`src/hdl/sorted_priority_queue_unit_defines.svh`:
```
// assertion macros shared by the priority queue rtl
`ifndef SORTED_PRIORITY_QUEUE_UNIT_DEFINES_SVH
`define SORTED_PRIORITY_QUEUE_UNIT_DEFINES_SVH

`ifndef ASSERT_OFF

`define SPQ_ASSERT_IMPLY(label, clk, rst, cond, expr) \
   label: assert property (@(posedge clk) disable iff (rst) (cond) |-> (expr)) \
      else $error("assertion failed");

`define SPQ_ASSERT_NEXT(label, clk, rst, cond, expr) \
   label: assert property (@(posedge clk) disable iff (rst) (cond) |=> (expr)) \
      else $error("assertion failed");

`else

`define SPQ_ASSERT_IMPLY(label, clk, rst, cond, expr)

`define SPQ_ASSERT_NEXT(label, clk, rst, cond, expr)

`endif

`endif

```
`src/hdl/spq_pkg.sv`:
```
// types, constants and helpers for the sorted priority queue
package spq_pkg;

   localparam int QUEUE_DEPTH = 64;
   localparam int CNT_W       = $clog2(QUEUE_DEPTH + 1);
   localparam int DATA_W      = 32;
   localparam int PRIO_W      = 16;
   localparam int OCC_W       = 7;

   typedef enum logic {
      MODE_INSERT = 1'b0,
      MODE_REMOVE = 1'b1
   } mode_type;

   typedef enum logic [1:0] {
      STATUS_OK        = 2'd0,
      STATUS_OVERFLOW  = 2'd1,
      STATUS_UNDERFLOW = 2'd2
   } status_type;

   typedef struct packed {
      mode_type                   mode;
      logic signed [DATA_W-1:0]   item_data;
      logic        [PRIO_W-1:0]   item_priority;
   } req_word_type;

   typedef struct packed {
      logic signed [DATA_W-1:0]   head_data;
      logic        [PRIO_W-1:0]   head_priority;
      status_type                 status;
      logic        [OCC_W-1:0]    occupancy;
   } rsp_word_type;

   typedef struct packed {
      logic signed [DATA_W-1:0]   data;
      logic        [PRIO_W-1:0]   prio;
   } entry_type;

   // broadcast to every cell of the chain
   typedef struct packed {
      logic                       ins_en;
      logic                       rem_en;
      entry_type                  new_entry;
   } cell_ctrl_type;

   function automatic logic [OCC_W-1:0] to_occupancy(input logic [CNT_W-1:0] cnt);
      logic [31:0] wide;
      wide = 32'(cnt);
      return wide[OCC_W-1:0];
   endfunction

endpackage

```
`src/hdl/spq_cell.sv`:
```
// one slot of the sorted shift chain
module spq_cell (
   input  logic                   clock,
   input  spq_pkg::cell_ctrl_type ctrl,
   input  logic                   occupied,
   input  logic                   prev_keep,
   input  spq_pkg::entry_type     prev_entry,
   input  spq_pkg::entry_type     next_entry,
   output spq_pkg::entry_type     entry,
   output logic                   keep
);

   spq_pkg::entry_type entry_ff;
   spq_pkg::entry_type entry_in;

   // a stored entry stays put when it outranks the new one
   assign keep  = occupied && (entry_ff.prio > ctrl.new_entry.prio);
   assign entry = entry_ff;

   always_comb begin
      entry_in = entry_ff;
      priority if (ctrl.ins_en) begin
         if (!keep) begin
            entry_in = prev_keep ? ctrl.new_entry : prev_entry;
         end
      end else if (ctrl.rem_en) begin
         entry_in = next_entry;
      end else begin
         entry_in = entry_ff;
      end
   end

   always_ff @(posedge clock) begin
      entry_ff <= entry_in;
   end

endmodule

```
`config.mk`:
```
export PLATFORM = sky130hd
export DESIGN_NAME = spq_cell
export DESIGN_NICKNAME = d
export VERILOG_FILES = /design/src/hdl/sorted_priority_queue_unit_defines.svh /design/src/hdl/spq_pkg.sv /design/src/hdl/spq_cell.sv
export SDC_FILE = /design/constraint.sdc
export NUM_CORES = 1
export LEC_CHECK = 0
export BUFFER_PORTS_ARGS = -buffer_cell sky130_fd_sc_hd__buf_2
export CORE_UTILIZATION = 38
export CTS_CLUSTER_DIAMETER = 30
export CTS_CLUSTER_SIZE = 10
export DETAILED_ROUTE_END_ITERATION = 16
export PLACE_DENSITY = 0.78
export SYNTH_ARGS = -nofsm -noshare
export SYNTH_HDL_FRONTEND = slang
export SYNTH_SLANG_ARGS = --single-unit
export TNS_END_PERCENT = 5
```
`constraint.sdc`:
```
create_clock -name clock -period 4.05 [get_ports clock]
set_clock_uncertainty 0.1 [all_clocks]
set_input_delay 0 -clock clock [delete_from_list [all_inputs] [get_ports clock]]
set_output_delay 0 -clock clock [all_outputs]
set_load 0.01 [all_outputs]
```
* Word-level counts from Yosys, hierarchy flattened
Index checks and enable logic that the tools add are counted.
** Cells by class
- Equality and inequality tests :: 1
- $lt $le $gt $ge :: 1
- Reduce and logical (&&, ||, !) cells :: 3
- Muxes and demuxes :: 4
** Operator list (number)
- $mux 48 :: 4
- $gt 16x16->1 :: 1
- $ne 2x2->1 const B :: 1
- $reduce_and 2->1 :: 1
- $reduce_bool 2->1 :: 1
- $logic_and 1x1->1 :: 1
** Storage, ports and cells
- Bits of input ports :: 149
- Register bits :: 48
- Logic and storage cells :: 11
- Output and inout bits :: 49

* Depth between registers and ports, before layout
- Word-level depth :: 4
- Gate-level depth with buffers :: 7

* Worst setup path before layout
Ideal clock, no wire load.
- Path type :: register -> register
- Start :: register entry_ff (netlist bit entry[15])
- End :: register entry_ff (netlist bit entry[0]), enable pin
- Data required time :: 3.480 ns
- Path slack :: -0.607 ns
- Clock period less this slack :: 4.657 ns
- Stages on the path, launching flop included :: 7
- Arrival :: 4.088 ns
- Cell sequence :: edfxtp_1 -> ha_1 -> nand4_2 -> or4_4 -> o21ai_1 -> a31oi_2 -> a21oi_1
** On the way
- Cells in the longest elaborated chain, start to end :: 4
** Ends and longest elaborated chain
- from (decl) :: RTL line spq_cell.sv:13 : spq_pkg::entry_type entry_ff;
- from (signal assigned) :: RTL line spq_cell.sv:34 : entry_ff <= entry_in;
- $gt 16x16->1 :: RTL line spq_cell.sv:17 : assign keep = occupied && (entry_ff.prio > ctrl.new_entry.prio);
- $logic_and 1x1->1 :: RTL line spq_cell.sv:17
- named net keep :: RTL line spq_cell.sv:10 : output logic keep
- $ne 2x2->1 (no line)
- $reduce_and 2->1 (no line)
The timed path passes the listed nets, and every way through them passes these cells.
A chain may end at the register's enable or synchronous reset.

* Final worst setup path
- Start :: register entry_ff (netlist bit entry[14])
- End :: register entry_ff (netlist bit entry[42]), enable pin
** On the way
- Cells in the longest elaborated chain, start to end :: 4
** Ends and longest elaborated chain (RTL line)
- $gt 16x16->1 :: spq_cell.sv:17
- $logic_and 1x1->1 :: spq_cell.sv:17
- $ne 2x2->1 (no line)
- $reduce_and 2->1 (no line)
Every way passes these cells.

==> run_results.csv <==
group,metric,value,unit
final_layout,combined_area_of_the_multi_input_logic_cells,0.00128,mm2
logic_synthesis,synth-seq-cells,48,
run_status,status,"complete, no violations",
power_and_ir_drop,power.switching,360,uW
clock_tree,total_number_of_h_tree_levels,2,
detailed_routing,drt-initial-drc-count,100,
final_layout,ratio_of_cells_with_drive_above_1_in_the_final_layout,0.389,
logic_synthesis,syn_inst,270,
sta,finalSetupTns,0,ns
die,design.portCount,198,
detailed_routing,wirelength,8890,um
grt,globalRouteMet2Util,0.432,
final_layout,largest_register_ff_count,48,
logic_synthesis,syn_avg_cell_area,10.5,um2
die,core-area,0.00725,mm2
final_layout,final_stage_net_count,701,
detailed_routing,detailed_routing_iterations_pass_1,4,
detailed_routing,route.detailed.drc,0,
worst_setup_path,critPathLaunchType,"flop",
sta,unrepaired_setup_endpoints_after_global_routing,"no",
sta,timing.hold.ws,0.00223,ns
logic_synthesis,synth_warnings,0,
final_layout,stdcell_area,0.00477,mm2
worst_setup_path,critical_path_peak_fanout,25,
grt,grt_max_degree,95,
clock_tree,cts_post_setup_buffers_inserted,0,
clock_tree,tritoncts,"built",
sta,maxClockFrequency,325,MHz
power_and_ir_drop,power_density,274,mW/mm2
detailed_routing,via_count,3047,
placement,detailedPlace.worstSlack,0.968,ns
final_layout,synthToLayoutAreaGrowth,68.0,%
power_and_ir_drop,power_frac_seq,0.483,
worst_setup_path,regToRegSetupSlack,0.97,ns
grt,grt-busiest-layer,"met2",
clock_tree,cts_inserted_buffers,5,
worst_setup_path,critPathRequiredTime,3.95,ns
clock_tree,clkSlewWorstSetupHoldPaths,0.08,ns
clock_tree,clk-insertion-delay-late,0.29,ns
logic_synthesis,synth_top_area_share,0.508,
die,die_width,88.4,um
logic_synthesis,yosys.area.top_type,"edfxtp_1",
placement,gp_routability_congestion,0.850,
sta,setup_failing_eps_final,0,
clock_tree,cts.sinks,48,
sta,postLayoutSetupSlackWorst,0.972,ns
sta,tightest_slew_margin_relative_to_the_limit,0.288,
sta,tightest_slew,1.07,ns
grt,grt_antenna_before_repair,1,
placement,port_buffers,197,
grt,global_route.usage.met1,0.227,
power_and_ir_drop,vdd.ir_drop.worst,0.140,mV
worst_setup_path,r2r_cells,7,
power_and_ir_drop,power_frac_comb,0.309,
worst_setup_path,regToRegStartpoint,"entry[14]$_DFFE_PP_",
min_path,hold_class,"input pin to flop",
die,design.die.area,0.00782,mm2
grt,grt-ovfl-total,0,
sta,hold_viol_final,0,
sta,timing.final.crit_period,3.08,ns
worst_setup_path,r2r-end,"entry[42]$_DFFE_PP_",
min_path,hold-path-endpoint,"entry[9]$_DFFE_PP_",
logic_synthesis,syn-cell-area,0.00284,mm2
final_layout,fillers,588,
detailed_routing,antenna_violating_nets_post_route,0,
sta,period_share,0.760,
logic_synthesis,synth_cell_type_count,20,
die,initial_utilization,0.391,
min_path,hold_path_start,"prev_entry[9]",
worst_setup_path,worst-setup-path-type,"flop to flop",
power_and_ir_drop,clockPowerShare,0.208,
logic_synthesis,post_synth_main_area_contributors,"edfxtp_1, mux2i_1, a21oi_1",
grt,grt_first_pass_wirelength,13500,um
power_and_ir_drop,power_leakage,2.31,nW
power_and_ir_drop,p_int,949,uW
logic_synthesis,synth_fp_nets,435,
clock_tree,clk_path_buf_depth,2,
power_and_ir_drop,swShare,0.275,
placement,placedInstanceArea,0.00392,mm2
die,die_h,88.4,um
logic_synthesis,sequential_cell_area_fraction_in_the_yosys_report,0.508,
grt,globalRouteTotalUtil,0.229,
flow_run,cap_viol_max_count,0,
die,num_rows,31,
grt,use_met3,0.0672,
grt,grt_pass1_vias,3137,
clock_tree,root_buffer,"clkbuf_8",
min_path,whs_path_depth,3,
placement,place.detailed.instances,552,
detailed_routing,drt-vias-per-instance,4.78,
worst_setup_path,endpoint_class_of_the_critical_path,"flop",
final_layout,seq_area,0.00144,mm2
detailed_routing,wire_per_inst,13.9,um
placement,dp_hpwl,5650,um
sta,maxSlewViolCount,0,
final_layout,instances_no_fill,637,
worst_setup_path,worst-endpoint-arrival,2.98,ns
[layer usage]
| metal | up-vias | wire length [um] |
|---|---|---|
| met4 | 0 | 280 |
| met5 | - | 0 |
| met3 | 28 | 667 |
| met1 | 1363 | 3130 |
| met2 | 147 | 4810 |
| li1 | 1509 | - |
[worst max path at each step]
stage | from | to | slack, ns | depth (start not counted)
floorplan | entry[15]$_DFFE_PP_ | entry[0]$_DFFE_PP_ | 0.47 | 6
global placement | entry[15]$_DFFE_PP_ | entry[43]$_DFFE_PP_ | 1.05 | 7
detailed placement | entry[14]$_DFFE_PP_ | entry[42]$_DFFE_PP_ | 0.97 | 7
CTS | entry[14]$_DFFE_PP_ | entry[42]$_DFFE_PP_ | 0.94 | 7
global route | entry[15]$_DFFE_PP_ | entry[41]$_DFFE_PP_ | 0.75 | 7
finish | entry[14]$_DFFE_PP_ | entry[42]$_DFFE_PP_ | 0.97 | 7
[power by group through the flow]
stage          Clock, mW  Combinational, mW  Sequential, mW
2_1_floorplan          0              0.138           0.674
3_3_place_gp           0              0.321           0.640
3_5_place_dp           0              0.331           0.643
4_1_cts            0.280              0.401           0.632
5_1_grt            0.301              0.447           0.638
6_report           0.272              0.405           0.632
[cell type report]
cell class                 instances  share of cell area
sequential                        48               0.302
multi-input combinational        189               0.268
antenna                            1            0.000525
timing repair buffer             276               0.374
tap                               99              0.0260
clock buffer                       7              0.0160
inverter                          16              0.0126
clock inverter                     1            0.000787
[cell families after synthesis]
family          after synthesis  synth area share
compound gates               61             0.112
fa+ha+maj                    16            0.0705
buf+inv                      33            0.0459
mux                          48             0.169
simple gates                 64            0.0944
flops                        48             0.508
[synth_stat cells]
| cell type | instances |
|---|---|
| nand2_1 | 6 |
| or4_4 | 1 |
| nor2b_1 | 1 |
| a21o_1 | 1 |
| o21ai_1 | 1 |
| a21oi_1 | 55 |
| clkbuf_1 | 12 |
| nor2_1 | 51 |
| nand4_1 | 2 |
| nor4_1 | 1 |
| o21ai_0 | 2 |
| inv_1 | 16 |
| mux2i_1 | 48 |
| a31oi_2 | 1 |
| ha_1 | 16 |
| nor3_1 | 1 |
| o211ai_1 | 1 |
| nand4_2 | 1 |
| buf_2 | 5 |
| edfxtp_1 | 48 |
[placed cells by master (no fill, tap or decap), drive strengths merged, types with 3 or more instances in the layout]
cell         Yosys  layout
nor2            51      51
clkbuf          12       7
o21ai            3       3
dlygate4sd3      0      76
ha              16      16
buf              5     200
nand2            6       6
a21oi           55      55
nand4            3       3
inv             16      16
edfxtp          48      48
mux2i           48      48
[critical path: stages (launching register included)]
cell      delay [ns]
edfxtp_1        0.42
ha_1            0.33
nand4_2         0.14
or4_4           0.56
o21ai_1         0.16
a31oi_2         0.08
a21oi_4         0.70
buf_12          0.27
[timing repair]
action                                 4_1_cts  5_1_grt
endpoints found under the hold margin       48        0
hold buffers                                76        0
resized for setup                            0        0
[stage by stage]
stage,power [mW],utilization
3_3_place_gp,0.961,0.541
4_1_cts,1.31,0.657
6_report,1.31,0.657
2_1_floorplan,0.812,-
5_1_grt,1.39,0.657
3_5_place_dp,0.974,0.541
(Power assumes the default switching activity.)
